[src/rtl/core/wavhdr_pkg.sv]
// ----------------------------------------------------------------------------
// wavhdr_pkg: shared types and constants for the WAV header chunk parser
// Phase and status codes, chunk tags, and the packed result item.
// ----------------------------------------------------------------------------
`default_nettype none

package wavhdr_pkg;

  typedef enum logic [2:0] {
    PH_RIFF = 3'd0,
    PH_HDR  = 3'd1,
    PH_FMT  = 3'd2,
    PH_SKIP = 3'd3,
    PH_DONE = 3'd4
  } phase_e;

  typedef enum logic [2:0] {
    ST_ACCEPTED         = 3'd0,
    ST_UNSUPPORTED      = 3'd1,
    ST_BAD_TAG          = 3'd2,
    ST_TRUNCATED        = 3'd3,
    ST_FMT_SHORT        = 3'd4,
    ST_DATA_BEFORE_FMT  = 3'd5
  } status_e;

  localparam logic [31:0] TAG_RIFF = 32'h5249_4646;
  localparam logic [31:0] TAG_WAVE = 32'h5741_5645;
  localparam logic [31:0] TAG_FMT  = 32'h666D_7420;
  localparam logic [31:0] TAG_DATA = 32'h6461_7461;

  localparam logic [31:0] FMT_MIN        = 32'd16;
  localparam logic [3:0]  FMT_LAST_IDX   = 4'd15;
  localparam logic [3:0]  FMT_BITS_AT    = 4'd14;
  localparam logic [3:0]  RIFF_TAG_IDX   = 4'd3;
  localparam logic [3:0]  WAVE_TAG_IDX   = 4'd11;
  localparam logic [3:0]  HDR_LAST_IDX   = 4'd7;
  localparam logic [31:0] REQ_RATE_RESET = 32'd16000;
  localparam logic [15:0] FMT_PCM        = 16'd1;
  localparam logic [15:0] MONO           = 16'd1;
  localparam logic [15:0] BITS_16        = 16'd16;

  typedef struct packed {
    status_e     status;
    logic [15:0] fmt_code;
    logic [15:0] channel_count;
    logic [31:0] rate_hz;
    logic [15:0] sample_bits;
    logic [31:0] payload_offset;
    logic [31:0] payload_bytes;
  } result_t;

endpackage

`default_nettype wire

[src/rtl/core/wav_header_chunk_parser_top.sv]
// ----------------------------------------------------------------------------
// wav_header_chunk_parser_top: RIFF/WAVE header and chunk walker
// Checks the file header, walks chunks, captures the fmt fields and reports
// one result when the data chunk header completes, a check fails or the file ends early.
//   Input channel (in_valid_i / in_stall_o) carries one file byte per item,
//   with first_byte_i marking byte 0 of a new file and last_byte_i the end.
//   Output channel (out_valid_o / out_stall_i) carries at most one result
//   item per file: status, fmt fields, data offset and data size.
//   cfg_we_i / cfg_wdata_i set the required sample rate; write it only while
//   the parser is idle.
//   Throughput: one byte per cycle while in_stall_o is low. The per-byte state
//   update is one pass of logic from the parse registers back into themselves.
//   A result is registered into the output register, or into the skid register
//   when the output register still holds a result that has not been taken.
//   Stall: the output register is backed by a one-entry skid register, so
//   bytes keep flowing while a result waits; in_stall_o rises only when both
//   hold a result.
//   Reset: parser goes to the RIFF header phase, output is empty, the
//   required rate returns to 16000.
// ----------------------------------------------------------------------------
`default_nettype none

module wav_header_chunk_parser_top (
  input  wire logic        clk_i,
  input  wire logic        rst_ni,
  input  wire logic        cfg_we_i,
  input  wire logic [31:0] cfg_wdata_i,
  input  wire logic        in_valid_i,
  output      logic        in_stall_o,
  input  wire logic [7:0]  data_byte_i,
  input  wire logic        first_byte_i,
  input  wire logic        last_byte_i,
  output      logic        out_valid_o,
  input  wire logic        out_stall_i,
  output      logic [2:0]  status_o,
  output      logic [15:0] fmt_code_o,
  output      logic [15:0] channel_count_o,
  output      logic [31:0] rate_hz_o,
  output      logic [15:0] sample_bits_o,
  output      logic [31:0] payload_offset_o,
  output      logic [31:0] payload_bytes_o
);

  wavhdr_pkg::phase_e  phase_q, phase_d;
  logic [31:0]         pos_q, pos_d;
  logic [3:0]          idx_q, idx_d;
  logic [31:0]         tag_q, tag_d;
  logic [31:0]         size_q, size_d;
  logic [32:0]         skip_q, skip_d;
  logic [63:0]         ff_q, ff_d;
  logic [15:0]         bits_q, bits_d;
  logic                saw_q, saw_d;
  logic [31:0]         req_rate_q;

  logic                in_fire;
  logic                emit;
  wavhdr_pkg::status_e st;
  logic [31:0]         res_off;
  logic [31:0]         res_size;
  logic                do_skip;
  logic [32:0]         skip_len;
  logic                fmt_ok;
  wavhdr_pkg::result_t res;

  wavhdr_pkg::result_t out_q, skid_q;
  logic                out_valid_q, skid_valid_q;
  logic                out_take;

  assign in_stall_o = skid_valid_q;
  assign in_fire    = in_valid_i & ~skid_valid_q;
  assign out_take   = out_valid_q & ~out_stall_i;

  assign fmt_ok = (ff_q[15:0] == wavhdr_pkg::FMT_PCM) && (ff_q[31:16] == wavhdr_pkg::MONO) &&
                  (bits_q == wavhdr_pkg::BITS_16) && (ff_q[63:32] == req_rate_q);

  // next parse state
  always_comb begin
    phase_d  = phase_q;
    pos_d    = pos_q;
    idx_d    = idx_q;
    tag_d    = tag_q;
    size_d   = size_q;
    skip_d   = skip_q;
    ff_d     = ff_q;
    bits_d   = bits_q;
    saw_d    = saw_q;
    emit     = 1'b0;
    st       = wavhdr_pkg::ST_ACCEPTED;
    res_off  = '0;
    res_size = '0;
    do_skip  = 1'b0;
    skip_len = '0;
    if (in_fire) begin
      if (first_byte_i) begin
        phase_d = wavhdr_pkg::PH_RIFF;
        pos_d   = '0;
        idx_d   = '0;
        tag_d   = '0;
        size_d  = '0;
        skip_d  = '0;
        ff_d    = '0;
        bits_d  = '0;
        saw_d   = 1'b0;
      end
      if (phase_d != wavhdr_pkg::PH_DONE) begin
        pos_d = pos_d + 32'd1;
        case (phase_d)
          wavhdr_pkg::PH_RIFF: begin
            tag_d = {tag_d[23:0], data_byte_i};
            if (idx_d == wavhdr_pkg::RIFF_TAG_IDX && tag_d != wavhdr_pkg::TAG_RIFF) begin
              emit = 1'b1;
              st   = wavhdr_pkg::ST_BAD_TAG;
            end else if (idx_d == wavhdr_pkg::WAVE_TAG_IDX) begin
              if (tag_d != wavhdr_pkg::TAG_WAVE) begin
                emit = 1'b1;
                st   = wavhdr_pkg::ST_BAD_TAG;
              end else begin
                idx_d   = '0;
                tag_d   = '0;
                phase_d = wavhdr_pkg::PH_HDR;
              end
            end else begin
              idx_d = idx_d + 4'd1;
            end
          end
          wavhdr_pkg::PH_HDR: begin
            if (idx_d < 4'd4) begin
              tag_d = {tag_d[23:0], data_byte_i};
            end else begin
              size_d[{idx_d[1:0], 3'b000} +: 8] = data_byte_i;
            end
            if (idx_d < wavhdr_pkg::HDR_LAST_IDX) begin
              idx_d = idx_d + 4'd1;
            end else if (tag_d == wavhdr_pkg::TAG_DATA) begin
              emit     = 1'b1;
              res_off  = pos_d;
              res_size = size_d;
              if (!saw_d) begin
                st = wavhdr_pkg::ST_DATA_BEFORE_FMT;
              end else if (fmt_ok) begin
                st = wavhdr_pkg::ST_ACCEPTED;
              end else begin
                st = wavhdr_pkg::ST_UNSUPPORTED;
              end
            end else if (tag_d == wavhdr_pkg::TAG_FMT) begin
              if (size_d < wavhdr_pkg::FMT_MIN) begin
                emit = 1'b1;
                st   = wavhdr_pkg::ST_FMT_SHORT;
              end else begin
                idx_d   = '0;
                ff_d    = '0;
                bits_d  = '0;
                saw_d   = 1'b0;
                phase_d = wavhdr_pkg::PH_FMT;
              end
            end else begin
              do_skip  = 1'b1;
              skip_len = {1'b0, size_d} + {32'd0, size_d[0]};
            end
          end
          wavhdr_pkg::PH_FMT: begin
            if (idx_d < 4'd8) begin
              ff_d[{idx_d[2:0], 3'b000} +: 8] = data_byte_i;
            end else if (idx_d >= wavhdr_pkg::FMT_BITS_AT) begin
              bits_d[{idx_d[0], 3'b000} +: 8] = data_byte_i;
            end
            if (idx_d == wavhdr_pkg::FMT_LAST_IDX) begin
              saw_d    = 1'b1;
              do_skip  = 1'b1;
              skip_len = {1'b0, size_d - wavhdr_pkg::FMT_MIN} + {32'd0, size_d[0]};
            end else begin
              idx_d = idx_d + 4'd1;
            end
          end
          wavhdr_pkg::PH_SKIP: begin
            if (skip_d != '0) begin
              skip_d = skip_d - 33'd1;
            end
            if (skip_d == '0) begin
              do_skip = 1'b1;
            end
          end
          default: begin
          end
        endcase
        if (do_skip) begin
          idx_d   = '0;
          tag_d   = '0;
          size_d  = '0;
          skip_d  = skip_len;
          phase_d = (skip_len == '0) ? wavhdr_pkg::PH_HDR : wavhdr_pkg::PH_SKIP;
        end
        if (!emit && last_byte_i) begin
          emit     = 1'b1;
          st       = wavhdr_pkg::ST_TRUNCATED;
          res_off  = '0;
          res_size = '0;
        end
        if (emit) begin
          phase_d = wavhdr_pkg::PH_DONE;
        end
      end
    end
  end

  // result item
  always_comb begin
    res.status         = st;
    res.fmt_code       = saw_d ? ff_d[15:0]  : 16'd0;
    res.channel_count  = saw_d ? ff_d[31:16] : 16'd0;
    res.rate_hz        = saw_d ? ff_d[63:32] : 32'd0;
    res.sample_bits    = saw_d ? bits_d      : 16'd0;
    res.payload_offset = res_off;
    res.payload_bytes  = res_size;
  end

  always_ff @(posedge clk_i or negedge rst_ni) begin
    if (!rst_ni) begin
      phase_q    <= wavhdr_pkg::PH_RIFF;
      pos_q      <= '0;
      idx_q      <= '0;
      tag_q      <= '0;
      size_q     <= '0;
      skip_q     <= '0;
      ff_q       <= '0;
      bits_q     <= '0;
      saw_q      <= 1'b0;
      req_rate_q <= wavhdr_pkg::REQ_RATE_RESET;
    end else begin
      phase_q <= phase_d;
      pos_q   <= pos_d;
      idx_q   <= idx_d;
      tag_q   <= tag_d;
      size_q  <= size_d;
      skip_q  <= skip_d;
      ff_q    <= ff_d;
      bits_q  <= bits_d;
      saw_q   <= saw_d;
      if (cfg_we_i) begin
        req_rate_q <= cfg_wdata_i;
      end
    end
  end

  // output register with skid entry
  always_ff @(posedge clk_i or negedge rst_ni) begin
    if (!rst_ni) begin
      out_valid_q  <= 1'b0;
      skid_valid_q <= 1'b0;
    end else if (out_take) begin
      if (skid_valid_q) begin
        skid_valid_q <= 1'b0;
      end else begin
        out_valid_q <= emit;
      end
    end else if (out_valid_q) begin
      if (emit) begin
        skid_valid_q <= 1'b1;
      end
    end else begin
      out_valid_q <= emit;
    end
  end

  always_ff @(posedge clk_i) begin
    if (out_take) begin
      if (skid_valid_q) begin
        out_q <= skid_q;
      end else if (emit) begin
        out_q <= res;
      end
    end else if (out_valid_q) begin
      if (emit) begin
        skid_q <= res;
      end
    end else if (emit) begin
      out_q <= res;
    end
  end

  assign out_valid_o      = out_valid_q;
  assign status_o         = out_q.status;
  assign fmt_code_o       = out_q.fmt_code;
  assign channel_count_o  = out_q.channel_count;
  assign rate_hz_o        = out_q.rate_hz;
  assign sample_bits_o    = out_q.sample_bits;
  assign payload_offset_o = out_q.payload_offset;
  assign payload_bytes_o  = out_q.payload_bytes;

endmodule

`default_nettype wire

[config.mk]
export PLATFORM = sky130hd
export DESIGN_NAME = wav_header_chunk_parser_top
export DESIGN_NICKNAME = d
export VERILOG_FILES = /design/src/rtl/core/wavhdr_pkg.sv /design/src/rtl/core/wav_header_chunk_parser_top.sv
export SDC_FILE = /design/constraint.sdc
export NUM_CORES = 2
export LEC_CHECK = 0
export BUFFER_PORTS_ARGS = -buffer_cell sky130_fd_sc_hd__buf_4
export CAP_MARGIN = 20
export CELL_PAD_IN_SITES_DETAIL_PLACEMENT = 1
export CELL_PAD_IN_SITES_GLOBAL_PLACEMENT = 2
export CORE_MARGIN = 2
export CORE_UTILIZATION = 23
export CTS_CLUSTER_SIZE = 8
export DETAILED_ROUTE_END_ITERATION = 8
export PLACE_DENSITY_LB_ADDON = 0.1
export SYNTH_ARGS = -nofsm -noshare
export SYNTH_HDL_FRONTEND = slang
export SYNTH_SLANG_ARGS = --single-unit
export TNS_END_PERCENT = 20
[constraint.sdc]
create_clock -name clk_i -period 11.2 [get_ports clk_i]
set_input_delay 0.56 -clock clk_i [delete_from_list [all_inputs] [get_ports clk_i]]
set_output_delay 0.56 -clock clk_i [all_outputs]
set_load 0.005 [all_outputs]
==> results.json <==
{
  "drv_slew": 0,
  "grt_max_degree": 144,
  "ctsResizeCount": 0,
  "crit_path_max_fanout": 143,
  "ys_seq_elements": 545,
  "final_cell_mix": "nand2_1 (327), edfxtp_1 (294), buf_4 (250)",
  "post_drt_wl_per_cell_um": 26.3,
  "outcome": "complete, no violations",
  "clk_latency_ns": 0.69,
  "tritoncts": "built",
  "grt_pass1_wl_um": 194000,
  "synthTopCellsByArea": "edfxtp_1 (29%), dfrtp_1 (20%), nand2_1 (4.1%)",
  "yosys.cell_types.count": 90,
  "timing.final.crit_share_pct": 61.9,
  "combPwrFrac_pct": 25.8,
  "drt_first_pass_iters": 5,
  "fp.dieW_um": 365,
  "max_freq_ghz": 0.144,
  "mostFrequentLayoutCell": "nand2_1",
  "drive_gt1_share_pct": 13.8,
  "reg2reg_depth": 15,
  "netlist_instances": 3104,
  "worst_pin_slew_ns": 1.19,
  "min_path_type": "input pin to flop",
  "root_buffer": "clkbuf_16",
  "clk_pin_slew_ns": 0.06,
  "power_density_nw_per_um2": 205,
  "switching_power_mw": 2.55,
  "rsz0062_at_grt": "no",
  "grt_pass1_vias": 27000,
  "syn_area_um2": 30000,
  "cts_max_path_buffers": 3,
  "io_buffers": 195,
  "peakVddDrop_v": 0.000103,
  "max-slew-margin-rel_pct": 20.7,
  "pwr-share-seq_pct": 41.2,
  "synth_xor_area_share_pct": 3.73,
  "areaGrowthSynthToFinish_pct": 19.5,
  "p_leak_nw": 13.8,
  "grt_overflow": 0,
  "timing_hold_violations_final": 0,
  "routed_wl_um": 133000,
  "synth_edf_count": 294,
  "start_util_pct": 23.2,
  "drc": 0,
  "design_area_um2": 35900,
  "holdPathStages": 2,
  "fp.dieH_um": 365,
  "tns_ns": 0,
  "crit_path_start_kind": "flop",
  "power_frac_clock_pct": 33.0,
  "core_um2": 129000,
  "h-tree-depth": 3,
  "synth_area_per_cell_um2": 9.68,
  "async_flop_share_pct": 46.1,
  "track_usage_pct": 19.6,
  "dp.final_hpwl_um": 90800,
  "endpoint_kind": "flop",
  "cts_buffers": 81,
  "viasPerCell": 5.19,
  "cp.arrival_ns": 7.48,
  "ys_seq_area_share_pct": 50.3,
  "skew_ns": 0.0293,
  "synth_largest_area_cell": "edfxtp_1",
  "synth_fa_ha_area_share_pct": 0.375,
  "power.internal_mw": 4.81,
  "ios": 196,
  "synthSimpleGateAreaFrac_pct": 20.7,
  "setup_viol": 0,
  "antenna_found_initial": 6,
  "synth_compound_area_share_pct": 19.7,
  "syn-num-nets": 3160,
  "layout.nets": 3282,
  "synth_top_area_share_pct": 29.4,
  "synth_top_family_by_area": "simple AND/OR/NAND/NOR gates",
  "fp.dieArea_um2": 133000,
  "min_period_ns": 6.93,
  "vias": 26100,
  "critPathKind": "flop to flop",
  "place_congestion": 0.833,
  "synth_warnings": 0,
  "max_cap_viol_count": 0,
  "synth_ff_type": "edfxtp_1",
  "clock_sinks": 545,
  "num_rows": 132,
  "cp_data_required_time_ns": 11.74,
  "placed_cell_area_um2": 33400,
  "p_sw_share_pct": 34.6,
  "muxShareOfSynthArea_pct": 1.70,
  "drtAntennaViolNets": 0,
  "drt-initial-drc-count": 1969,
  "nFillCells": 14700
}
## synth_stat cells (29+ instances only)
master      n
a21o_1     29
a21oi_1   207
a221o_1    34
a22o_1    113
a22oi_1    50
and2_1     73
and3_1     40
clkbuf_1  177
dfrtp_1   245
edfxtp_1  294
inv_1      55
mux2_2     33
nand2_1   330
nand3_1   125
nand4_1    39
nor2_1    241
nor2b_1    61
nor3_1     76
nor4_1     63
o21ai_0   233
xnor2_1    87
xor2_1     41
## per-stage QoR
step / setup slack [ns] / util [%] / hold slack [ns] / total power [mW] / std cells
2_1_floorplan: 0.239 / - / 0.264 / 3.89 / 3104
3_3_place_gp: 4.29 / 25.8 / 0.491 / 4.97 / 4880
6_report: 4.27 / 27.7 / 0.111 / 7.36 / 5037
3_5_place_dp: 4.05 / 25.8 / 0.506 / 5.00 / 4882
5_1_grt: 3.71 / 27.7 / 0.0724 / 7.78 / 5034
4_1_cts: 4.03 / 27.7 / 0.0562 / 7.50 / 5031
## worst max-delay path, cell delays in order, from the launching register on
cell,delay (ns)
dfrtp_1,0.77
nor2b_1,0.54
inv_1,0.13
ha_1,0.81
nor2_1,0.14
and3_1,0.25
a32oi_1,0.75
nand4b_1,0.20
nor4_1,0.62
nand3b_1,0.14
a21oi_1,0.41
o31ai_4,0.10
buf_12,0.24
or2_2,0.63
a21oi_1,0.72
a221o_1,0.28
## routing by layer
layer,global-route usage (%),wire [um],vias up
met5,0,0,-
met4,4.65,2590,0
met3,2.67,5250,133
met2,31.7,61800,623
met1,27.7,63100,13500
li1,-,-,11800
## cell families after synthesis
kind of cell,count (synthesis)
mux,47
simple gates,1211
xor+xnor,128
flops,545
fa+ha+maj,9
compound gates,891
buf+inv,273
## final cells by class
cell class / instances / area, um^2 / share of cell area [%]
diodes: 4 / 10.0 / 0.0279
well taps: 1742 / 2180 / 6.07
clock buffers: 141 / 2360 / 6.59
multi-input cells: 2286 / 14000 / 38.9
repair buffers: 257 / 1950 / 5.44
flip-flops and latches: 545 / 15100 / 42.1
inverters: 55 / 206 / 0.575
clock inverters: 7 / 92.6 / 0.258
## state kept, by name (all words and copies together) (netlist names), 32 cells and up
register	count
ff_q	64
req_rate_q	32
skid_q	147
rate_hz_o	32
payload_bytes_o	32
pos_q	32
payload_offset_o	32
skip_q	33
tag_q	32
size_q	32
## final timing paths
kind                            startpoint                   to  slack (ns)
max                               idx_q[0]  channel_count_o[10]        4.27
min                        cfg_wdata_i[15]       req_rate_q[15]        0.11
max reg2reg                       idx_q[0]  channel_count_o[10]        4.27
min reg2reg                      tag_q[30]            tag_q[30]        0.51
max in group asynchronous           rst_ni           skip_q[26]        9.15
min in group asynchronous           rst_ni             ff_q[26]        0.56
## timing repair
item / in CTS / in global routing
hold buffers: 1 / 0
hold endpoints to repair: 75 / 0
setup buffers: 0 / 0
endpoints found under the setup margin: 0 / 0
## power by group through the flow
stage | logic [mW] | clock network (mW) | registers [mW]
final | 1.90 | 2.43 | 3.04
after CTS | 1.93 | 2.51 | 3.05
after global placement | 1.89 | 0 | 3.08
after detailed placement | 1.92 | 0 | 3.08
after global routing | 2.10 | 2.59 | 3.09
after floorplan | 1.02 | 0 | 2.87
(Power assumes the default switching activity.)
